## config.mk

```make
export PLATFORM = sky130hd
export DESIGN_NAME = grb_front
export DESIGN_NICKNAME = d
export VERILOG_FILES = /design/src/rtl/grb_pkg.sv /design/src/rtl/grb_front.sv
export SDC_FILE = /design/constraint.sdc
export NUM_CORES = 1
export LEC_CHECK = 0
export CAP_MARGIN = 5
export CORE_ASPECT_RATIO = 1.75
export CORE_MARGIN = 5
export CORE_UTILIZATION = 55
export CTS_CLUSTER_DIAMETER = 120
export DETAILED_ROUTE_END_ITERATION = 8
export DONT_BUFFER_PORTS = 1
export PLACE_DENSITY = 0.79
export SLEW_MARGIN = 0
export SYNTH_ARGS = -nofsm -noshare
export SYNTH_HDL_FRONTEND = slang
export SYNTH_SLANG_ARGS = --single-unit
```

## constraint.sdc

```tcl
create_clock -name clk_i -period 11.7 [get_ports clk_i]
set_input_delay 1.755 -clock clk_i [delete_from_list [all_inputs] [get_ports clk_i]]
set_output_delay 1.755 -clock clk_i [all_outputs]
set_load 0.05 [all_outputs]
```

## src/rtl/grb_pkg.sv

```systemverilog
`default_nettype none

package grb_pkg;

  localparam int unsigned MAX_WIDTH   = 4096;
  localparam int unsigned LINE_COLS   = (MAX_WIDTH + 1) / 2;
  localparam int unsigned NUM_BANKS   = 2;
  localparam int unsigned BANK_DEPTH  = (LINE_COLS + 1) / 2;
  localparam int unsigned BANK_AW     = (BANK_DEPTH > 1) ? $clog2(BANK_DEPTH) : 1;
  localparam int unsigned JW          = BANK_AW + 1;
  localparam int unsigned CW          = (MAX_WIDTH > 1) ? $clog2(MAX_WIDTH) : 1;
  localparam int unsigned WW          = $clog2(MAX_WIDTH + 1);

  localparam int unsigned PIX_W       = 8;
  localparam int unsigned SUM_W       = 11;
  localparam int unsigned LINE_W      = 3 * SUM_W;
  localparam int unsigned ROW_W       = 16;
  localparam int unsigned ROUND_SHIFT = 6;
  localparam int unsigned ROUND_ADD   = 1 << (ROUND_SHIFT - 1);

  localparam int unsigned CFG_W_BITS  = 13;
  localparam int unsigned CFG_H_BITS  = 16;
  localparam int unsigned CFG_DW      = 16;
  localparam int unsigned CFG_IW      = 1;
  localparam logic [CFG_IW-1:0] CFG_IMAGE_WIDTH  = 1'd0;
  localparam logic [CFG_IW-1:0] CFG_IMAGE_HEIGHT = 1'd1;
  localparam logic [CFG_W_BITS-1:0] WIDTH_RESET  = 13'd640;
  localparam logic [CFG_H_BITS-1:0] HEIGHT_RESET = 16'd480;

  localparam int unsigned MAX_RES     = 4;
  localparam int unsigned RES_NW      = $clog2(MAX_RES + 1);
  localparam int unsigned SUB_W       = $clog2(MAX_RES);
  localparam int unsigned QDEPTH      = 4;
  localparam int unsigned QAW         = $clog2(QDEPTH);
  localparam int unsigned QCW         = $clog2(QDEPTH + 1);

  typedef enum logic [1:0] {
    RK_FULL,
    RK_LAST_EVEN,
    RK_LAST_ODD
  } row_kind_e;

  typedef struct packed {
    logic             vld;
    logic [JW-1:0]    j;
    logic [SUM_W-1:0] h;
    logic             eor;
  } col_ev_t;

  typedef struct packed {
    logic      vld;
    row_kind_e kind;
    logic      last;
  } row_ev_t;

  typedef struct packed {
    col_ev_t [1:0] ev;
    row_ev_t [1:0] rw;
    logic          first_row;
  } job_t;

  typedef struct packed {
    logic [PIX_W-1:0] pix;
    logic             eor;
    logic             eof;
  } res_t;

  typedef struct packed {
    logic [RES_NW-1:0]     n;
    res_t [MAX_RES-1:0]    res;
  } bundle_t;

endpackage

`default_nettype wire

```

## src/rtl/grb_front.sv

```systemverilog
`default_nettype none

module grb_front import grb_pkg::*; (
  input  logic              clk_i,
  input  logic              rst_ni,
  input  logic              cfg_we_i,
  input  logic [CFG_IW-1:0] cfg_idx_i,
  input  logic [CFG_DW-1:0] cfg_data_i,
  input  logic [PIX_W-1:0]  pixel_i,
  input  logic              accept_i,
  output job_t              job_o
);

  logic [CFG_W_BITS-1:0] width_q;
  logic [CFG_H_BITS-1:0] height_q;
  logic [CW-1:0]         col_q, col_d;
  logic [ROW_W-1:0]      row_q, row_d;
  logic [PIX_W-1:0]      win_q [3];
  logic [PIX_W-1:0]      ew [3];

  logic [WW-1:0]         w_eff;
  logic [ROW_W-1:0]      h_eff;
  logic                  col_wrap;
  logic [CW-1:0]         c;
  logic [ROW_W:0]        r_inc;
  logic [ROW_W-1:0]      r;
  logic                  last_col, last_row;
  logic [JW-1:0]         ow_last;
  logic [ROW_W-1:0]      oh_last;
  col_ev_t               ev_a, ev_b;
  row_ev_t               rw_a, rw_b;
  logic [ROW_W-1:0]      krow_a, krow_b;

  always_ff @(posedge clk_i or negedge rst_ni) begin
    if (!rst_ni) begin
      width_q  <= WIDTH_RESET;
      height_q <= HEIGHT_RESET;
    end else if (cfg_we_i) begin
      unique case (cfg_idx_i)
        CFG_IMAGE_WIDTH:  width_q  <= cfg_data_i[CFG_W_BITS-1:0];
        CFG_IMAGE_HEIGHT: height_q <= cfg_data_i[CFG_H_BITS-1:0];
        default: ;
      endcase
    end
  end

  always_comb begin
    if (width_q == '0) begin
      w_eff = WW'(1);
    end else if (32'(width_q) > MAX_WIDTH) begin
      w_eff = WW'(MAX_WIDTH);
    end else begin
      w_eff = WW'(width_q);
    end
    h_eff = (height_q == '0) ? ROW_W'(1) : height_q;

    col_wrap = 32'(col_q) >= 32'(w_eff);
    c        = col_wrap ? '0 : col_q;
    r_inc    = col_wrap ? ((ROW_W+1)'(row_q) + 1'b1) : (ROW_W+1)'(row_q);
    r        = (r_inc >= (ROW_W+1)'(h_eff)) ? '0 : r_inc[ROW_W-1:0];
    last_col = 32'(c) == (32'(w_eff) - 32'd1);
    last_row = r == (h_eff - 1'b1);
    ow_last  = JW'((w_eff - 1'b1) >> 1);
    oh_last  = (h_eff - 1'b1) >> 1;

    for (int k = 0; k < 3; k++) begin
      ew[k] = (c == '0) ? pixel_i : win_q[k];
    end

    ev_a.vld = !c[0] && (c != '0);
    ev_a.j   = JW'(c >> 1) - 1'b1;
    ev_a.h   = SUM_W'(ew[2]) + SUM_W'(ew[1]) * SUM_W'(3) + SUM_W'(ew[0]) * SUM_W'(3)
             + SUM_W'(pixel_i);
    ev_a.eor = ev_a.j == ow_last;

    ev_b.vld = last_col;
    ev_b.j   = JW'(c >> 1);
    if (c[0]) begin
      ev_b.h = SUM_W'(ew[1]) + SUM_W'(ew[0]) * SUM_W'(3) + SUM_W'(pixel_i) * SUM_W'(4);
    end else begin
      ev_b.h = SUM_W'(ew[0]) + SUM_W'(pixel_i) * SUM_W'(7);
    end
    ev_b.eor = ev_b.j == ow_last;

    krow_a   = (r >> 1) - 1'b1;
    rw_a.vld  = !r[0] && (r != '0);
    rw_a.kind = RK_FULL;
    rw_a.last = krow_a == oh_last;

    krow_b   = r >> 1;
    rw_b.vld  = last_row;
    rw_b.kind = r[0] ? RK_LAST_ODD : RK_LAST_EVEN;
    rw_b.last = krow_b == oh_last;

    job_o.ev[0]     = ev_a.vld ? ev_a : ev_b;
    job_o.ev[1]     = ev_b;
    job_o.ev[1].vld = ev_a.vld && ev_b.vld;
    job_o.rw[0]     = rw_a.vld ? rw_a : rw_b;
    job_o.rw[1]     = rw_b;
    job_o.rw[1].vld = rw_a.vld && rw_b.vld;
    job_o.first_row = r == '0;

    col_d = last_col ? '0 : (c + 1'b1);
    if (!last_col) begin
      row_d = r;
    end else if (last_row) begin
      row_d = '0;
    end else begin
      row_d = r + 1'b1;
    end
  end

  always_ff @(posedge clk_i or negedge rst_ni) begin
    if (!rst_ni) begin
      col_q <= '0;
      row_q <= '0;
      for (int k = 0; k < 3; k++) begin
        win_q[k] <= '0;
      end
    end else if (accept_i) begin
      col_q    <= col_d;
      row_q    <= row_d;
      win_q[2] <= ew[1];
      win_q[1] <= ew[0];
      win_q[0] <= pixel_i;
    end
  end

endmodule

`default_nettype wire

```

Yosys cells after proc, flatten, opt, wreduce, memory -nomap -nowiden
Index checks and enable logic that the tools add are counted.
{ "word_totals": {"latch_bits": 0, "mem_count": 0, "ff_bits": 81, "ramBits": 0, "out_inout_bits": 57, "romBits": 0, "inputBits": 29} }
{ "classes": {"div": 0, "n_addsub": 14, "mux": 16, "n_reduce_logical": 14, "n_mul": 3, "order_cmp": 3, "n_eq_ne": 6, "bitwise": 1, "shifts": 0} }
{ "ops": {"columns": ["op", "n"], "rows": [
  ["16-bit two-way mux", 4],
  ["12-bit by 32-bit == test with 1-bit output", 1],
  ["16-bit zero test", 2],
  ["13-bit two-way mux", 2],
  ["12-bit two-way mux", 2],
  ["24-bit two-way mux", 1],
  ["8-bit two-way mux", 3],
  ["11-bit by 10-bit adder with 11-bit output", 2],
  ["8-bit by 10-bit adder with 11-bit output", 2],
  ["11-bit == test", 2],
  ["8-bit by 2-bit multiplier with 10-bit output, second input constant", 2],
  ["16-bit by 1-bit adder with 17-bit output, second input constant", 1],
  ["17-bit by 16-bit greater-or-equal comparator with 1-bit output", 1],
  ["17-bit two-way mux", 1],
  ["16-bit by 1-bit adder with 16-bit output, second input constant", 1],
  ["16-bit by 15-bit == test with 1-bit output", 1],
  ["16-bit == test", 1],
  ["16-bit nonzero test", 1],
  ["15-bit by 1-bit subtractor with 16-bit output, second input constant", 1],
  ["16-bit by 1-bit subtractor with 16-bit output, second input constant", 1],
  ["15-bit == test", 1],
  ["13-bit by 1-bit subtractor with 14-bit output, second input constant", 1],
  ["12-bit by 13-bit greater-or-equal comparator with 1-bit output", 1],
  ["13-bit > comparator, second input constant", 1],
  ["other kinds (16)", 21]
]} }

Depth between registers and ports, before layout
{ "logic_depth": {"ltp_word": 12, "mapped_depth": 40, "ltp_nobuf": 36} }

Least setup slack after synthesis
Ideal clock, no wire load.
{ "synth_path": {"path_kind": "register to output", "startpoint": "register width_q[4]", "endpoint": "output port job_o[18] (netlist name)", "slack_ps": 1368, "path_stages_with_launch": 37, "required_ps": 9945, "arrival_time_ps": 8577, "path_cell_list": "dfrtp_1 > nor4_4 > nand4_1 > nor2_1 > o21ai_0 > inv_1 > ha_1 > a41o_1 > o21a_1 > nor3_2 > buf_4 > clkbuf_1 > clkbuf_1 > nand2_1 > ha_1 > o21ai_0 > clkbuf_1 > clkbuf_1 > nand2_1 > nand2_1 > ha_1 > a21o_1 > a21oi_1 > o21bai_1 > a21oi_1 > xor2_1 > inv_1 > fa_1 > ha_1 > inv_1 > o21bai_1 > a21oi_1 > xnor2_1 > nor2_1 > a21oi_1 > nor2_1 > a21oi_1"} }
{ "synth_lines": {"columns": ["element", "line", "source"], "rows": [
  ["from (decl)", "grb_front.sv:14", "logic [CFG_W_BITS-1:0] width_q;"],
  ["from (signal assigned)", "grb_front.sv:40", "CFG_IMAGE_WIDTH: width_q <= cfg_data_i[CFG_W_BITS-1:0];"],
  ["to (decl)", "grb_front.sv:11", "output job_t job_o"]
]} }

==> reports/metrics.yaml <==
grt_pass1_wl_um: 52800
core_um2: 19700
ys.warnings.count: 0
fillers: 1792
worstSetupStartpointType: "flop"
crit_path_end_kind: "primary output"
yosysSeqAreaShare_pct: 18.6
crit_type: "reg -> out"
drive_gt1_share_pct: 9.51
use_met3_pct: 3.29
max_stage_delay_ns: 0.58
vias: 10300
root_buffer: "clkbuf_16"
grt_max_degree: 82
vias_per_cell: 6.51
clock.fmax_ghz: 0.0918
antennaDiodeCount: 0
die-area_um2: 23000
netlist_instances: 1361
antenna_found_initial: 0
rsz0062_at_grt: "no"
cts_buffer_depth: 2
synth_enable_flop_cells: 0
hold_viol_final: 0
ys_seq_elements: 81
fp-row-count: 68
finalMaxSlewViolations: 0
clk_latency_ns: 0.35
cts_setup_buffers: 0
clock-sinks: 81
synth_area_um2: 11000
final-setup-viol-count: 0
first_pass_iters: 6
slew_headroom_pct: 25.5
die_x_um: 117
status: "finished clean"
path_max_fanout: 29
hp-class: "reg -> reg"
worstMarginPinSlew_ns: 1.11
grt_util_all_layers_pct: 29.0
hpwl_um: 26200
wl_um: 32700
grt_pass1_vias: 10400
skew_ns: 0.0118
arrival_ns: 9.14
cts_tree: "built"
gp_congestion: 1.02
grt-ovfl-total: 0
cts_buffers: 9
wl_per_cell_um: 20.7
boundaryPins: 86
cp_slowest_cell: "fa_1"
drcViolationCount: 0
start_util_pct: 55.8
critPathRequiredTime_ns: 9.95
ant_nets: 0
met2_usage_pct: 51.4
layout.nets: 1494
busiest_layer: "met2"
min_period_over_period_pct: 93.2
synth_cell_types: 92
cts_max_level: 3
synth_nets: 1525
areaGrowthSynthToFinish_pct: 4.77
fin_tns_setup_ns: 0
synthFlopType: "dfrtp_1"
gr-usage-met1_pct: 31.7
async_flop_share_pct: 100
syn_avg_cell_area_um2: 8.06
die_h_um: 197
drt_iter0_markers: 804
timing.final.crit_period_ns: 10.90
clkTransAtPathRegs_ns: 0.06
port_buffers: 0
maxCapViolations: 0
path_common_cell: "a21oi_1"
==> Yosys cell counts (6+ instances only) <==
| library cell | instances | share of area [%] |
|---|---|---|
| nand2_1 | 138 | 4.7 |
| inv_1 | 128 | 4.4 |
| nor2_1 | 100 | 3.4 |
| ha_1 | 90 | 10 |
| a21oi_1 | 87 | 4.0 |
| xnor2_1 | 83 | 6.6 |
| dfrtp_1 | 75 | 17 |
| o21ai_0 | 57 | 2.6 |
| clkbuf_1 | 49 | 1.7 |
| mux2_2 | 46 | 4.7 |
| fa_1 | 45 | 8.2 |
| nand3_1 | 44 | 2.0 |
| nor3_1 | 34 | 1.6 |
| a31oi_1 | 23 | 1.3 |
| or3_1 | 22 | 1.3 |
| and3_1 | 20 | 1.1 |
| xor2_1 | 20 | 1.6 |
| a21o_1 | 19 | 1.3 |
| nand4_1 | 18 | 1.0 |
| o21bai_1 | 16 | 1.1 |
| nor4_1 | 14 | 0.80 |
| o31ai_1 | 12 | 0.82 |
| and2_1 | 11 | 0.63 |
| mux2i_1 | 9 | 0.82 |
| nor2b_1 | 9 | 0.51 |
| a22oi_1 | 8 | 0.55 |
| a311o_1 | 7 | 0.64 |
| nand2b_1 | 7 | 0.40 |
| a211oi_1 | 6 | 0.41 |
| a21boi_0 | 6 | 0.41 |
| a311oi_1 | 6 | 0.48 |
| dfstp_2 | 6 | 1.4 |
| nor3b_1 | 6 | 0.41 |
| o211ai_1 | 6 | 0.41 |
| o22ai_1 | 6 | 0.34 |
==> cell usage in the layout (no fill, tap or decap), types with 10 or more instances in the layout <==
cell type    n
o21ai_0     49
xnor2_1     83
buf_4       20
fa_1        45
or3_1       22
a21o_1      18
xor2_1      20
o21bai_1    16
and2_1      11
inv_1      128
a31oi_1     23
o31ai_1     10
dfrtp_1     75
nor2_1     100
nor3_1      34
and3_1      20
nand3_1     44
nand2_1    138
nor4_1      14
ha_1        90
mux2_2      46
nand4_1     18
a21oi_1     87
==> area by class of cell <==
class / count / area, um^2 / share of cell area (%)
Clock buffer: 11 / 233 / 2.03
Clock inverter: 5 / 40.0 / 0.349
Inverter: 133 / 499 / 4.35
Multi-Input combinational cell: 1085 / 8220 / 71.6
Sequential cell: 81 / 2030 / 17.7
Tap cell: 245 / 307 / 2.67
Timing Repair Buffer: 20 / 150 / 1.31
==> worst max-delay path, delay by kind of cell, from the launching register on <==
family | cells | cell delay [ns]
fa+ha+maj | 6 | 2.49
compound gates | 15 | 2.96
flops | 1 | 0.44
buf+inv | 6 | 0.85
xor+xnor | 1 | 0.14
simple gates | 6 | 1.87
==> layer usage <==
layer	vias up	share of wire, %
met2	425	52
met3	155	5.4
met1	4925	36
met5	-	0
met4	0	7.3
li1	4779	-
==> flip-flops by register name (all words and copies together) (netlist names) <==
name,flops
win_q,24
height_q,16
row_q,16
width_q,13
col_q,12
==> cells by family after synthesis <==
kind of cell | after synthesis | synth area share, %
DFF | 81 | 18.6
AOI/OAI and AO/OA | 325 | 20.0
and+or+nand+nor | 463 | 21.5
adders and majority gates | 135 | 18.5
buffers and inverters | 195 | 6.87
muxes | 55 | 5.55
xor gates and xnor gates | 107 | 8.99
==> repair_timing <==
action                     CTS  global route
hold buffers                 0             0
gates resized for setup      0             5
setup endpoints to repair    0             3
==> through the flow <==
step	setup slack (ns)	cell area, um^2	cells	utilization [%]	hold slack, ns
after CTS	0.438	11500	1580	58.3	0.514
after global routing	0.0594	11500	1580	58.4	0.529
after detailed placement	0.798	11200	1564	56.9	0.501
after global placement	1.03	11200	1564	56.9	0.492
final	0.801	11500	1580	58.4	0.508
after floorplan	1.37	11000	1361	-	0.476
==> worst paths after layout <==
check / from / to / slack (ns) / cells after the start
setup / recovery: width_q[4] / job_o[20] / 0.80 / 34
hold / removal: win_q[22] / win_q[22] / 0.51 / 1
setup reg to reg: width_q[4] / row_q[12] / 3.74 / 29
hold reg to reg: win_q[22] / win_q[22] / 0.51 / 1
max in group asynchronous: rst_ni / width_q[9] / 10.41 / 0
min in group asynchronous: rst_ni / win_q[16] / 1.09 / 0
Power is not shown: default switching activity piles up to over one toggle a cycle in this logic, so the estimate is an artifact.
