`src/rtl/grb_pkg.sv`:
```
`default_nettype none

package grb_pkg;

  localparam int unsigned MAX_WIDTH   = 4096;
  localparam int unsigned LINE_COLS   = (MAX_WIDTH + 1) / 2;
  localparam int unsigned NUM_BANKS   = 2;
  localparam int unsigned BANK_DEPTH  = (LINE_COLS + 1) / 2;
  localparam int unsigned BANK_AW     = (BANK_DEPTH > 1) ? $clog2(BANK_DEPTH) : 1;
  localparam int unsigned JW          = BANK_AW + 1;
  localparam int unsigned CW          = (MAX_WIDTH > 1) ? $clog2(MAX_WIDTH) : 1;
  localparam int unsigned WW          = $clog2(MAX_WIDTH + 1);

  localparam int unsigned PIX_W       = 8;
  localparam int unsigned SUM_W       = 11;
  localparam int unsigned LINE_W      = 3 * SUM_W;
  localparam int unsigned ROW_W       = 16;
  localparam int unsigned ROUND_SHIFT = 6;
  localparam int unsigned ROUND_ADD   = 1 << (ROUND_SHIFT - 1);

  localparam int unsigned CFG_W_BITS  = 13;
  localparam int unsigned CFG_H_BITS  = 16;
  localparam int unsigned CFG_DW      = 16;
  localparam int unsigned CFG_IW      = 1;
  localparam logic [CFG_IW-1:0] CFG_IMAGE_WIDTH  = 1'd0;
  localparam logic [CFG_IW-1:0] CFG_IMAGE_HEIGHT = 1'd1;
  localparam logic [CFG_W_BITS-1:0] WIDTH_RESET  = 13'd640;
  localparam logic [CFG_H_BITS-1:0] HEIGHT_RESET = 16'd480;

  localparam int unsigned MAX_RES     = 4;
  localparam int unsigned RES_NW      = $clog2(MAX_RES + 1);
  localparam int unsigned SUB_W       = $clog2(MAX_RES);
  localparam int unsigned QDEPTH      = 4;
  localparam int unsigned QAW         = $clog2(QDEPTH);
  localparam int unsigned QCW         = $clog2(QDEPTH + 1);

  typedef enum logic [1:0] {
    RK_FULL,
    RK_LAST_EVEN,
    RK_LAST_ODD
  } row_kind_e;

  typedef struct packed {
    logic             vld;
    logic [JW-1:0]    j;
    logic [SUM_W-1:0] h;
    logic             eor;
  } col_ev_t;

  typedef struct packed {
    logic      vld;
    row_kind_e kind;
    logic      last;
  } row_ev_t;

  typedef struct packed {
    col_ev_t [1:0] ev;
    row_ev_t [1:0] rw;
    logic          first_row;
  } job_t;

  typedef struct packed {
    logic [PIX_W-1:0] pix;
    logic             eor;
    logic             eof;
  } res_t;

  typedef struct packed {
    logic [RES_NW-1:0]     n;
    res_t [MAX_RES-1:0]    res;
  } bundle_t;

endpackage

`default_nettype wire

```
`src/rtl/grb_if.sv`:
```
`default_nettype none


interface grb_res_if;
  logic       valid;
  logic       ready;
  logic [7:0] out_pixel;
  logic       last_in_run;
  logic       end_of_row;
  logic       end_of_frame;

  modport source (output valid, output out_pixel, output last_in_run, output end_of_row,
                  output end_of_frame, input ready);
  modport sink (input valid, input out_pixel, input last_in_run, input end_of_row,
                input end_of_frame, output ready);
endinterface

`default_nettype wire

```
`src/rtl/grb_outq.sv`:
```
`default_nettype none

module grb_outq import grb_pkg::*; (
  input  logic           clk_i,
  input  logic           rst_ni,
  input  logic           push_i,
  input  bundle_t        bundle_i,
  output logic [QCW-1:0] count_o,
  grb_res_if.source      res_o
);

  bundle_t          bq_q [QDEPTH];
  logic [QAW-1:0]   wptr_q, rptr_q;
  logic [QCW-1:0]   cnt_q;
  logic [SUB_W-1:0] sub_q;
  bundle_t          head;
  res_t             cur;
  logic             last, pop, done;

  assign head = bq_q[rptr_q];
  assign cur  = head.res[sub_q];
  assign last = RES_NW'(sub_q) == (head.n - 1'b1);
  assign pop  = res_o.valid && res_o.ready;
  assign done = pop && last;

  assign res_o.valid        = cnt_q != '0;
  assign res_o.out_pixel    = cur.pix;
  assign res_o.last_in_run  = last;
  assign res_o.end_of_row   = cur.eor;
  assign res_o.end_of_frame = cur.eof;
  assign count_o            = cnt_q;

  always_ff @(posedge clk_i) begin
    if (push_i) begin
      bq_q[wptr_q] <= bundle_i;
    end
  end

  always_ff @(posedge clk_i or negedge rst_ni) begin
    if (!rst_ni) begin
      wptr_q <= '0;
      rptr_q <= '0;
      cnt_q  <= '0;
      sub_q  <= '0;
    end else begin
      if (push_i) begin
        wptr_q <= (wptr_q == QAW'(QDEPTH - 1)) ? '0 : wptr_q + 1'b1;
      end
      if (done) begin
        rptr_q <= (rptr_q == QAW'(QDEPTH - 1)) ? '0 : rptr_q + 1'b1;
      end
      if (pop) begin
        sub_q <= last ? '0 : sub_q + 1'b1;
      end
      cnt_q <= cnt_q + QCW'(push_i) - QCW'(done);
    end
  end

endmodule

`default_nettype wire

```
`src/flat_wrapper.sv`:
```
// flat-port wrapper written by rule: the top's interface ports become plain ports
module grb_outq_flat import grb_pkg::*;
  (clk_i, rst_ni, push_i, bundle_i, count_o, res_o_valid, res_o_out_pixel, res_o_last_in_run, res_o_end_of_row, res_o_end_of_frame, res_o_ready);
  grb_res_if res_o_i ();
  input  logic clk_i;
  input  logic rst_ni;
  input  logic push_i;
  input  bundle_t bundle_i;
  output logic [QCW-1:0] count_o;
  output wire logic [$bits(res_o_i.valid)-1:0] res_o_valid;
  output wire logic [$bits(res_o_i.out_pixel)-1:0] res_o_out_pixel;
  output wire logic [$bits(res_o_i.last_in_run)-1:0] res_o_last_in_run;
  output wire logic [$bits(res_o_i.end_of_row)-1:0] res_o_end_of_row;
  output wire logic [$bits(res_o_i.end_of_frame)-1:0] res_o_end_of_frame;
  input wire logic [$bits(res_o_i.ready)-1:0] res_o_ready;
  assign res_o_valid = res_o_i.valid;
  assign res_o_out_pixel = res_o_i.out_pixel;
  assign res_o_last_in_run = res_o_i.last_in_run;
  assign res_o_end_of_row = res_o_i.end_of_row;
  assign res_o_end_of_frame = res_o_i.end_of_frame;
  assign res_o_i.ready = res_o_ready;
  grb_outq u_core (.clk_i(clk_i), .rst_ni(rst_ni), .push_i(push_i), .bundle_i(bundle_i), .count_o(count_o), .res_o(res_o_i));
endmodule
```
`config.mk`:
```
export PLATFORM = sky130hd
export DESIGN_NAME = grb_outq_flat
export DESIGN_NICKNAME = d
export VERILOG_FILES = /design/src/rtl/grb_pkg.sv /design/src/rtl/grb_if.sv /design/src/rtl/grb_outq.sv /design/src/flat_wrapper.sv
export SDC_FILE = /design/constraint.sdc
export NUM_CORES = 1
export LEC_CHECK = 0
export BUFFER_PORTS_ARGS = -buffer_cell sky130_fd_sc_hd__buf_2
export CAP_MARGIN = 15
export CORE_ASPECT_RATIO = 0.9
export CORE_MARGIN = 2
export CORE_UTILIZATION = 42
export CTS_BUF_LIST = sky130_fd_sc_hd__clkbuf_2 sky130_fd_sc_hd__clkbuf_4 sky130_fd_sc_hd__clkbuf_8
export CTS_CLUSTER_SIZE = 28
export DETAILED_ROUTE_END_ITERATION = 10
export PLACE_DENSITY_LB_ADDON = 0.25
export RECOVER_POWER = 50
export SETUP_SLACK_MARGIN = 0.5
export SLEW_MARGIN = 20
export SYNTH_ARGS = -nofsm -noshare
export SYNTH_HDL_FRONTEND = slang
export SYNTH_SLANG_ARGS = --single-unit
```
`constraint.sdc`:
```
create_clock -name clk_i -period 8 [get_ports clk_i]
set_clock_uncertainty 0.05 [all_clocks]
set_input_delay 0.8 -clock clk_i [delete_from_list [all_inputs] [get_ports clk_i]]
set_output_delay 0.8 -clock clk_i [all_outputs]
set_load 0.02 [all_outputs]
```
### After elaboration in Yosys (flattened, before gate mapping)

Memories as Yosys holds them, arrays and structs flattened.
Index checks and enable logic that the tools add are counted.

* add/subtract/negate cells: 6
* reductions and logical operators: 3
* multiplexer cells: 7
* eq/ne operators: 3
* $lt $le $gt $ge: 1

Operators by type and width (number)
* binary-select mux 10 bit (select 2 bit): 1
* two-way mux 10 bit: 1
* adder 2 x 1 -> 2 bit (second input constant): 3
* two-way mux 2 bit: 3
* equality test 2 bit (second input constant): 2
* adder 3 x 1 -> 3 bit: 1
* equality test 2 x 3 -> 1 bit: 1
* < comparator 2 x 3 -> 1 bit (second input constant): 1
* nonzero test 3 bit: 1
* subtractor 3 x 1 -> 3 bit: 1
* subtractor 3 x 1 -> 3 bit (second input constant): 1
* logical AND 1 bit: 2
* two-way mux 1 bit: 2

* bits in writable memories: 172
* memories kept: 1
* register bits: 9

Memory list
* u_core.bq_q: depth 4, width 43, rd ports 1, clocked after Yosys merged registers in 0, wr ports 1, RTL line grb_outq.sv:12 `bundle_t bq_q [QDEPTH];`

### Longest topological paths before layout

Gate-level depths: netlist (run 1).
An unclocked memory read counts as a cell.

* depth in word-level cells: 5
* depth in mapped cells: 13
* mapped depth without buffers: 11

### Least setup slack after synthesis (run 1)

OpenSTA, ideal clock, no wires.

* kind: flip-flop to flip-flop
* from: register u_core.rptr_q[0]
* to: register u_core.cnt_q[2] (netlist: u_core.count_o[2])
* library setup time: 0.123 ns
* path buffers: 2
* arrival time: 3.076 ns
* setup slack: 4.751 ns
* stages on the path, launching flop included: 14
* cell sequence: dfrtp_1 > buf_6 > buf_2 > mux4_2 > inv_1 > ha_1 > xnor2_1 > nor4_4 > ha_1 > inv_1 > ha_1 > fa_1 > xnor2_1 > xnor2_1

* longest elaborated chain between the ends: 5

RTL lines
* start: declaration: RTL line grb_outq.sv:13 `logic [QAW-1:0] wptr_q, rptr_q;`
* start signal: assignment: RTL line grb_outq.sv:50 `rptr_q <= (rptr_q == QAW'(QDEPTH - 1)) ? '0 : rptr_q + 1'b1;`
* memory (4 x 43 bit)
* subtractor 3 x 1 -> 3 bit: RTL line grb_outq.sv:22 `assign last = RES_NW'(sub_q) == (head.n - 1'b1);`
* equality test 2 x 3 -> 1 bit: RTL line grb_outq.sv:22
* logical AND 1 bit: RTL line grb_outq.sv:24 `assign done = pop && last;`
* via u_core.done: RTL line grb_outq.sv:18 `logic last, pop, done;`
* subtractor 3 x 1 -> 3 bit: RTL line grb_outq.sv:55 `cnt_q <= cnt_q + QCW'(push_i) - QCW'(done);`
* end signal: assignment: RTL line grb_outq.sv:55
* end: declaration: RTL line grb_outq.sv:14 `logic [QCW-1:0] cnt_q;`

The timed path passes the listed nets, and every way through them passes these cells.
A chain may end at the register's enable or synchronous reset.

### Final worst setup path (run 1)

* from: register u_core.rptr_q[0]
* to: output res_o_last_in_run

* longest elaborated chain between the ends: 3

RTL lines
* memory (4 x 43 bit)
* subtractor 3 x 1 -> 3 bit: RTL line grb_outq.sv:22
* equality test 2 x 3 -> 1 bit: RTL line grb_outq.sv:22
* end: declaration: RTL line flat_wrapper.sv:12 `output wire logic [$bits(res_o_i.last_in_run)-1:0] res_o_last_in_run;`

Every way passes these cells.

==> flow_summary_export.csv, run 1 <==
group,metric,value,unit
status,outcome,"complete, but fails checks",
status,violations,"capacitance limit, slew limit",
floorplanning,die-area,17700,um^2
clock_tree,h-tree-depth,4,
finish,seqCellArea,5400,um^2
worst_setup_path,end_kind,"output pin",
run,cap_violations,1,
timing,slew_violations,44,
placement,placedCellCount,551,
floorplanning,pin_count,62,
finish,fin_area,7820,um^2
finish,multi_input_area,1510,um^2
finish,final_util,0.483,
finish,drive_gt1_frac,0.296,
synth,yosysTopAreaCellShare,0.739,
worst_setup_path,arrival,3100,ps
power,powerDensity,345,nW/um^2
synth,netlist_area,6990,um^2
grt,grt_usage,0.138,
synth,ys_seq_area_frac,0.771,
synth,yosysTopAreaCell,"edfxtp_1",
timing,finalHoldViolCount,0,
finish,diodes,0,
worst_setup_path,worstPathCellList,"mux4_2 -> inv_1 -> ha_1 -> xnor2_1 -> nor3_1 -> buf_2",
floorplanning,initial_core_util,0.432,
placement,placed_cell_area,7530,um^2
grt,grt_max_degree,47,
route,vias_per_cell,5.12,
timing,fin_crit_sh,0.494,
clock_tree,clk_pin_slew,80,ps
placement,routabilityCongestion,0.658,
power,total_power,2.70,mW
route,drcViolationCount,0,
power,leakage,2.50,nW
finish,nFillCells,1357,
clock_tree,postCtsHoldBufs,0,
clock_tree,ctsRootBufferMaster,"clkbuf_8",
synth,avgSynthCellArea,23.9,um^2
worst_setup_path,worst_setup_path_start_kind,"register",
route,totalWireLength,11500,um
finish,fin_cells,582,
floorplanning,core,16200,um^2
clock_tree,cts_resized,0,
route,drtIter0Drc,175,
route,vias,2978,
placement,port_buffers,61,
synth,synth_seq_cells,181,
clock_tree,numCtsBuffers,17,
synth,synth_ff_type,"edfxtp_1",
worst_setup_path,criticalPathCategory,"register to output pin",
floorplanning,rows,44,
worst_setup_path,cp.required,7150,ps
finish,fin_nets,419,
clock_tree,clk-insertion-delay-late,440,ps
floorplanning,die_y,126,um
grt,grt_pass1_wl,17800,um
synth,synth_cell_types,21,
synth,synth_commonest_cells,"edfxtp_1 (172), mux4_2 (53), dfrtp_1 (9)",
synth,async_flop_share,0.0497,
worst_setup_path,slowest_stage,"dfrtp_4",
route,wl_per_cell,19.8,um
synth,synth_nets,348,
timing,rsz0062_at_grt,"no",
timing,setup_viol,0,
timing,whs,234,ps
timing,worstMarginPinSlew,2830,ps
synth,synthTopCellsByArea,"edfxtp_1 (74%), mux4_2 (17%), dfrtp_1 (3.2%), ha_1 (1.4%), xnor2_1 (0.50%)",
placement,hpwl,6380,um
route,antenna_left,0,
timing,fmax,253,MHz
hold_path,min_path_type,"input pin to asynchronous set/reset pin",
timing,fin_tns_setup,0,ps
route,firstDrtPassIters,4,
worst_setup_path,cpPeakStageDelay,1000,ps
grt,overflow,0,
floorplanning,die-width,140,um
clock_tree,clock_path_buffers,2,
timing,relSlewSlack,-0.888,
clock_tree,cts_tree,"built",
clock_tree,cts_num_sinks,181,
finish,area_growth_syn_to_layout,11.9,%
worst_setup_path,cp_max_fo,46,
timing,worst_slack,4050,ps
clock_tree,postCtsSetupBuffers,0,
timing,min_period,3950,ps
power,peakVddDrop,0.240,mV
synth,yosysWarnings,0,
synth,synth_cells,292,
synth,synth_edf_count,172,
synth,yosys.cell_count.top_type,"edfxtp_1",
grt,grt_pass1_vias,3271,
grt,antenna_found_initial,0,
placement,place_ws,4130,ps
## layer usage
metal | vias up | global-route usage | wire length [um]
met1 | 1544 | 0.177 | 5260
met2 | 56 | 0.226 | 5650
met5 | - | 0 | 0
met4 | 0 | 0.0494 | 129
met3 | 10 | 0.0423 | 452
li1 | 1368 | - | -
## sequential cells by signal, indices dropped and copies added, names as in the netlist
name and cells:
u_core.bq_q 172, u_core.count_o 3, u_core.rptr_q 2, u_core.sub_q 2, u_core.wptr_q 2
## critical path: cells and delay by family (launching register included)
family | cells | cell delay (ps)
flops | 1 | 1000
simple gates | 1 | 310
fa+ha+maj | 1 | 230
buf+inv | 2 | 300
mux | 1 | 620
xor+xnor | 1 | 170
## cells in the final DEF, fill, tap and decap left out, drive strengths merged
cell and count:
edfxtp 172, clkbuf 65, mux4 53, buf 20
inv 9, dfrtp 9, ha 8, clkinv 8
nand2 5, xnor2 4, and2 4, o21ai 3
nor2 3, nor3 2, mux2 2, xor2 1
or3 1, nor4 1, or2 1, mux2i 1
fa 1, bufinv 1, clkinvlp 1
## layout make-up
class,instances,share of cell area
clock buffers,20,0.0328
clock inverters,11,0.0110
flip-flops and latches,181,0.691
well taps,207,0.0331
inverters,8,0.00384
repair buffers,65,0.0354
multi-input cells,90,0.193
## final timing paths
check                                  startpoint                 end  slack (ps)  cells past startpoint
worst max-delay path             u_core.rptr_q[0]   res_o_last_in_run        4050                      6
worst min-delay path                       rst_ni    u_core.wptr_q[1]         230                      1
worst max register to register   u_core.rptr_q[0]   u_core.count_o[2]        4250                     11
worst min register to register  u_core.count_o[1]   u_core.count_o[2]         560                      2
max in group asynchronous                  rst_ni    u_core.rptr_q[1]        7290                      1
min in group clk_i                   bundle_i[25]  u_core.bq_q[3][25]         560                      1
## report_power, final
part	switching [mW]	total (mW)	internal, mW
combinational	0.339	0.749	0.411
clock	0.291	0.541	0.250
sequential	0.186	1.41	1.22
total	0.815	2.70	1.88
## cell families (layout without fill, tap and decap cells)
logic type | Yosys count | in the layout | share of synthesized area
flip-flops | 181 | 181 | 0.771
multiplexers | 56 | 56 | 0.176
buffers and inverters | 21 | 104 | 0.0133
AND/OR/NAND/NOR | 17 | 17 | 0.0141
adder cells (fa/ha/maj) | 9 | 9 | 0.0172
XOR/XNOR | 5 | 5 | 0.00627
AO/OA/AOI/OAI | 3 | 3 | 0.00215
No activity file was read; power rests on OpenSTA's default activity.
==> run 2, diff against run 1 <==
ABC_AREA = 1   (was unset)
clock period = 4 ns   (was 8 ns; I/O delays follow)
==> run 2 against run 1 <==
The flow still finishes with violations (capacitance limit, slew limit). Power is 120% higher. Die area is 5.8% higher. Combinational power grew to 2.8 times the previous value. Non-clock buffer count is 5 higher. Largest cell class unchanged. Routed wire length is 36% higher.
==> flow_summary_export.csv, run 2 <==
group,metric,value,unit
grt,grt_pass1_vias,4486,
hold_path,min_from,"bundle_i[33]",
synth,synth_compound_gate_area_share,0.114,
placement,hpwl,8910,um
timing,finalHoldViolCount,0,
synth,yosys.cell_count.top_type,"edfxtp_1",
finish,final_util,0.473,
worst_setup_path,arrival,2680,ps
finish,area_growth_syn_to_layout,11.3,%
worst_setup_path,cpPeakStageDelay,600,ps
grt,grt_max_degree,68,
power,powerDensity,729,nW/um^2
timing,min_period,3130,ps
floorplanning,die_y,130,um
hold_path,min_delay_path_depth,1,
finish,fin_nets,674,
route,vias,4531,
route,vias_per_cell,5.20,
route,wl_met1,7090,um
hold_path,min_path_type,"input pin to register",
synth,yosysTopAreaCell,"edfxtp_1",
finish,drive_gt1_frac,0.120,
placement,place_ws,950,ps
worst_setup_path,regToRegSetupSlack,940,ps
finish,regMostFlops,"u_core.bq_q",
worst_setup_path,timing.critical_path.buf_inv,3,
route,firstDrtPassIters,5,
power,leakage,2.82,nW
route,totalWireLength,15600,um
route,wl_met2,7530,um
run,cap_violations,1,
synth,synth_fa_ha_area_frac,0.0162,
timing,slew_violations,44,
grt,grt_usage,0.176,
timing,relSlewSlack,-0.375,
synth,synth_top_family_by_area,"compound AO/OA/AOI/OAI gates",
worst_setup_path,cp_max_fo,61,
synth,synthSimpleGateAreaFrac,0.0931,
route,met3_wirelength,844,um
synth,synth_ff_type,"edfxtp_1",
status,outcome,"complete, but fails checks",
worst_setup_path,startpoint,"u_core.rptr_q[0]",
synth,yosysWarnings,0,
synth,synth_cell_types,33,
placement,port_buffers,61,
clock_tree,ctsRootBufferMaster,"clkbuf_8",
timing,fin_tns_setup,0,ps
finish,largest_reg_flops,172,
clock_tree,cts_num_sinks,181,
clock_tree,clk_pin_slew,90,ps
status,violations,"capacitance limit, slew limit",
worst_setup_path,worstPathCellList,"inv_4 -> buf_4 -> o21ai_0 -> o211ai_1 -> nand3_1 -> nand2_1 -> buf_2",
timing,fmax,320,MHz
worst_setup_path,criticalPathCategory,"register to output pin",
placement,routabilityCongestion,0.754,
worst_setup_path,critPathTopFamily,"buffers and inverters",
power,total_power,6.01,mW
worst_setup_path,cp.required,3550,ps
floorplanning,die-area,18700,um^2
clock_tree,h-tree-depth,4,
timing,worst_slack,872,ps
finish,diodes,0,
floorplanning,die-width,144,um
synth,netlist_area,7410,um^2
clock_tree,cts_resized,0,
synth,synth-xor-area-share,0.00473,
synth,synth_edf_count,172,
synth,synth_mux_area_frac,0,
worst_setup_path,r2r_cells,15,
floorplanning,pin_count,62,
synth,synth_nets,619,
grt,grt_pass1_wl,24400,um
grt,antenna_found_initial,0,
synth,yosysTopAreaCellShare,0.697,
worst_setup_path,timing.rr.start,"u_core.rptr_q[1]",
clock_tree,clock_path_buffers,2,
finish,nFillCells,1550,
synth,synth_cells,563,
worst_setup_path,slowest_stage,"buf_4",
route,drtIter0Drc,377,
grt,overflow,0,
finish,final_cell_mix,"edfxtp_1 (172), nor2_1 (92), o21ai_0 (50), clkbuf_1 (48)",
worst_setup_path,end_kind,"output pin",
clock_tree,cts_tree,"built",
floorplanning,rows,46,
route,drcViolationCount,0,
worst_setup_path,worst_setup_path_start_kind,"register",
timing,fin_crit_sh,0.782,
synth,synthTopCellsByArea,"edfxtp_1 (70%), nor2_1 (4.7%), o21ai_0 (3.4%), o211ai_1 (3.1%), dfrtp_1 (3.0%)",
route,routed.top_layer,"met4",
timing,setup_viol,0,
timing,worstMarginPinSlew,2060,ps
timing,rsz0062_at_grt,"no",
worst_setup_path,reg2reg_to,"u_core.count_o[2]",
hold_path,whs_endpoint,"u_core.bq_q[0][33]",
synth,ys_seq_area_frac,0.728,
floorplanning,initial_core_util,0.425,
synth,async_flop_share,0.0497,
route,wl_per_cell,18.0,um
route,antenna_left,0,
power,peakVddDrop,0.393,mV
synth,avgSynthCellArea,13.2,um^2
clock_tree,numCtsBuffers,17,
finish,layout_commonest_cell,"edfxtp_1",
clock_tree,clk-insertion-delay-late,460,ps
synth,synth_seq_cells,181,
synth,synth_commonest_cells,"edfxtp_1 (172), nor2_1 (92), o21ai_0 (50)",
floorplanning,core,17400,um^2
[run 2: per-stage QoR]
step	area, um^2	std cells	hold slack (ps)
detailed placement	7870	838	224
finish	8240	871	145
floorplan	7410	563	54.4
global route	8240	871	136
global placement	7870	838	215
CTS	8310	871	80.6
[run 2: timing repair]
action	4_1_cts	5_1_grt
setup buffers	0	0
hold buffers	1	0
hold endpoints to repair	9	0
[run 2: final cells by class]
class                           instances  area [um^2]  share of cell area
Clock inverter                         14          183              0.0222
Clock buffer                           18          241              0.0293
Multi-Input combinational cell        317         1690               0.205
Tap cell                              240          300              0.0364
Sequential cell                       181         5390               0.654
Timing Repair Buffer                   70          315              0.0383
Inverter                               31          119              0.0144
[run 2: worst register-to-register path, cell delays in order (launching register included)]
cell,delay [ps]
dfrtp_2,430
inv_2,280
a21oi_1,80
a32o_1,220
ha_1,280
xor2_1,150
nand2_2,120
nor2_4,40
nand3_2,90
inv_1,50
ha_1,260
inv_1,40
ha_1,190
fa_1,380
xnor2_1,170
xor2_1,150
[run 2: worst max-delay path by stage]
stage	to	slack [ps]	depth (start not counted)
after global routing	u_core.count_o[2]	700	15
after floorplan	u_core.count_o[2]	930	18
final	res_o_out_pixel[4]	870	7
after global placement	u_core.count_o[2]	1010	15
after detailed placement	u_core.count_o[2]	950	15
after CTS	res_o_out_pixel[4]	820	7
[run 2: cell families (layout without fill, tap and decap cells)]
logic type	count (synthesis)	after routing
AOI/OAI and AO/OA	143	143
buffers and inverters	65	133
adders and majority gates	9	9
and+or+nand+nor	161	161
DFF	181	181
xor gates and xnor gates	4	4
[run 2: power breakdown]
part	internal, mW	switching (mW)
clock network	0.682	0.633
logic	0.620	1.50
registers	2.45	0.132
[run 2: metal layers]
layer  GRT usage  vias up
met5           0        -
met4      0.0525        0
met3      0.0422       14
met2       0.288      134
met1       0.237     2238
li1            -     2145
==> run 3, diff against run 2 <==
clock period = 3 ns   (was 4 ns; I/O delays follow)
==> run 3 against run 2 <==
Largest cell class unchanged. Die area did not move. Core utilization rose by 3.0 points. The run now ends clean. Routed wire length rose by 3.6%. Clock power rose by 23%. Sequential share of layout area fell by 3.9 points. Largest power group unchanged. Cell count rose by 4.6%. Hold slack got worse by 58 ps. Critical path depth rose by 8. Combinational power rose by 58%.
==> flow_summary_export.csv, run 3 (synthesis gave the netlist of run 2 again) <==
group,metric,value,unit
status,outcome,"complete, no violations",
finish,layout_commonest_cell,"edfxtp_1",
clock_tree,clk_pin_slew,80,ps
timing,setup_viol,0,
timing,min_period,2750,ps
route,wl_per_cell,17.8,um
finish,largest_reg_flops,172,
route,drtIter0Drc,450,
grt,grt_max_degree,63,
timing,finalHoldViolCount,0,
floorplanning,rows,46,
route,totalWireLength,16200,um
clock_tree,h-tree-depth,4,
route,vias,4597,
worst_setup_path,crit_top_cell,"ha_4",
power,switching_power,3.13,mW
timing,slew_violations,0,
clock_tree,cts_num_sinks,181,
timing,rsz0062_at_grt,"yes",
floorplanning,die-width,144,um
route,drcViolationCount,0,
timing,relSlewSlack,0.274,
finish,drive_gt1_frac,0.154,
grt,grt_pass1_vias,4639,
worst_setup_path,cp.required,3280,ps
clock_tree,clock_path_buffers,2,
worst_setup_path,arrival,3030,ps
timing,fmax,364,MHz
grt,antenna_found_initial,1,
floorplanning,pin_count,62,
floorplanning,die_y,130,um
floorplanning,core,17400,um^2
worst_setup_path,criticalPathCategory,"register to register",
placement,hpwl,9060,um
finish,fin_area,8760,um^2
timing,worstMarginPinSlew,1090,ps
route,antenna_left,0,
worst_setup_path,cpPeakStageDelay,470,ps
floorplanning,die-area,18700,um^2
floorplanning,initial_core_util,0.425,
finish,final_cell_mix,"edfxtp_1 (172), nor2_1 (91), o21ai_0 (48), clkbuf_1 (48), o21ai_1 (41)",
clock_tree,ctsRootBufferMaster,"clkbuf_8",
placement,routabilityCongestion,0.738,
power,powerDensity,960,nW/um^2
power,combPwrFrac,0.400,
worst_setup_path,worst_setup_path_start_kind,"register",
power,leakage,3.02,nW
timing,fin_tns_setup,0,ps
clock_tree,numCtsBuffers,17,
grt,grt_usage,0.186,
worst_setup_path,end_kind,"register",
route,firstDrtPassIters,5,
finish,nFillCells,1510,
finish,multi_input_area,1770,um^2
finish,area_growth_syn_to_layout,18.2,%
placement,placed_cell_area,7940,um^2
timing,fin_crit_sh,0.917,
worst_setup_path,slowest_stage,"dfrtp_2",
grt,overflow,0,
clock_tree,cts_tree,"built",
run,cap_violations,0,
grt,grt_pass1_wl,25500,um
power,power.internal,5.28,mW
power,peakVddDrop,0.442,mV
power,power_frac_seq,0.407,
finish,fin_nets,715,
finish,regMostFlops,"u_core.bq_q",
finish,seqCellArea,5390,um^2
placement,port_buffers,61,
worst_setup_path,worstPathCellList,"inv_4 -> nand2_2 -> a32o_2 -> ha_4 -> xor2_2 -> nand2_2 -> nor2_4 -> nand3_2 -> inv_2 -> ha_4 -> inv_2 -> ha_4 -> fa_2 -> xnor2_2 -> xor2_1",
power,p_clk_frac,0.193,
hold_path,min_path_type,"input pin to register",
clock_tree,clk-insertion-delay-late,450,ps
route,vias_per_cell,5.05,
power,swShare,0.373,
worst_setup_path,cp_max_fo,6,
[run 3: cell count changes in the layout (fill, tap and decap cells not counted), sizes merged]
cell         before  now
dlygate4sd3       1   26
buf              21   37
inv              32   28
clkinv            8   11
bufinv            4    3
clkbuf           66   67
clkinvlp          1    0
diode             0    1
[run 3: path summary, 6_finish.rpt]
| path | startpoint | endpoint | slack (ps) | cells past startpoint |
|---|---|---|---|---|
| setup reg to reg | u_core.rptr_q[0] | u_core.count_o[2] | 250 | 15 |
| max in group asynchronous | rst_ni | u_core.rptr_q[0] | 2270 | 2 |
| min in group asynchronous | rst_ni | u_core.count_o[0] | 270 | 2 |
| setup / recovery | u_core.rptr_q[0] | u_core.count_o[2] | 250 | 15 |
| hold reg to reg | u_core.count_o[1] | u_core.count_o[2] | 470 | 1 |
| hold / removal | bundle_i[35] | u_core.bq_q[1][35] | 90 | 1 |
[run 3: what timing repair did]
action                     CTS  global route
hold buffers                20             6
gates cloned                 1             0
buffers inserted             6             2
hold endpoints to repair    82            24
pin swaps                    7             8
setup endpoints to repair   13            13
resized for setup           27             9
[run 3: layer usage]
layer	up-vias	global-route usage	share of wire
li1	2230	-	-
met2	123	0.316	0.50
met3	10	0.0477	0.064
met5	-	0	0
met1	2234	0.244	0.43
met4	0	0.0427	0.010
[run 3: layout make-up]
class	instances	share of cell area
diodes	1	0.000286
clock buffers	19	0.0284
clock inverters	11	0.0156
inverters	31	0.0136
multi-input cells	317	0.202
flip-flops and latches	181	0.616
well taps	240	0.0343
repair buffers	111	0.0897
[run 3: power by group through the flow]
stage          combinational [mW]  clock (mW)  sequential [mW]
2_1_floorplan                2.10           0             3.45
3_3_place_gp                 2.89           0             3.46
3_5_place_dp                 2.96           0             3.48
4_1_cts                      3.29        1.66             3.42
5_1_grt                      3.71        1.77             3.47
6_report                     3.36        1.62             3.43
[run 3: metrics by stage]
| step | util | worst slack (ps) | total power, mW | instances | hold slack (ps) |
|---|---|---|---|---|---|
| floorplan | - | 30.6 | 5.55 | 563 | -45.6 |
| global placement | 0.455 | 274 | 6.35 | 845 | 113 |
| detailed placement | 0.455 | 200 | 6.43 | 845 | 115 |
| CTS | 0.499 | 267 | 8.37 | 902 | 0.00119 |
| global route | 0.502 | 156 | 8.96 | 911 | 73.8 |
| finish | 0.502 | 250 | 8.41 | 911 | 86.7 |
[run 3: critical path: cells and delay by family (launching register included)]
kind,cells,cell delay [ps]
AO/OA/AOI/OAI,1,260
AND/OR/NAND/NOR,4,300
flip-flops,1,470
adder cells (fa/ha/maj),4,910
buffers and inverters,3,200
XOR/XNOR,3,430
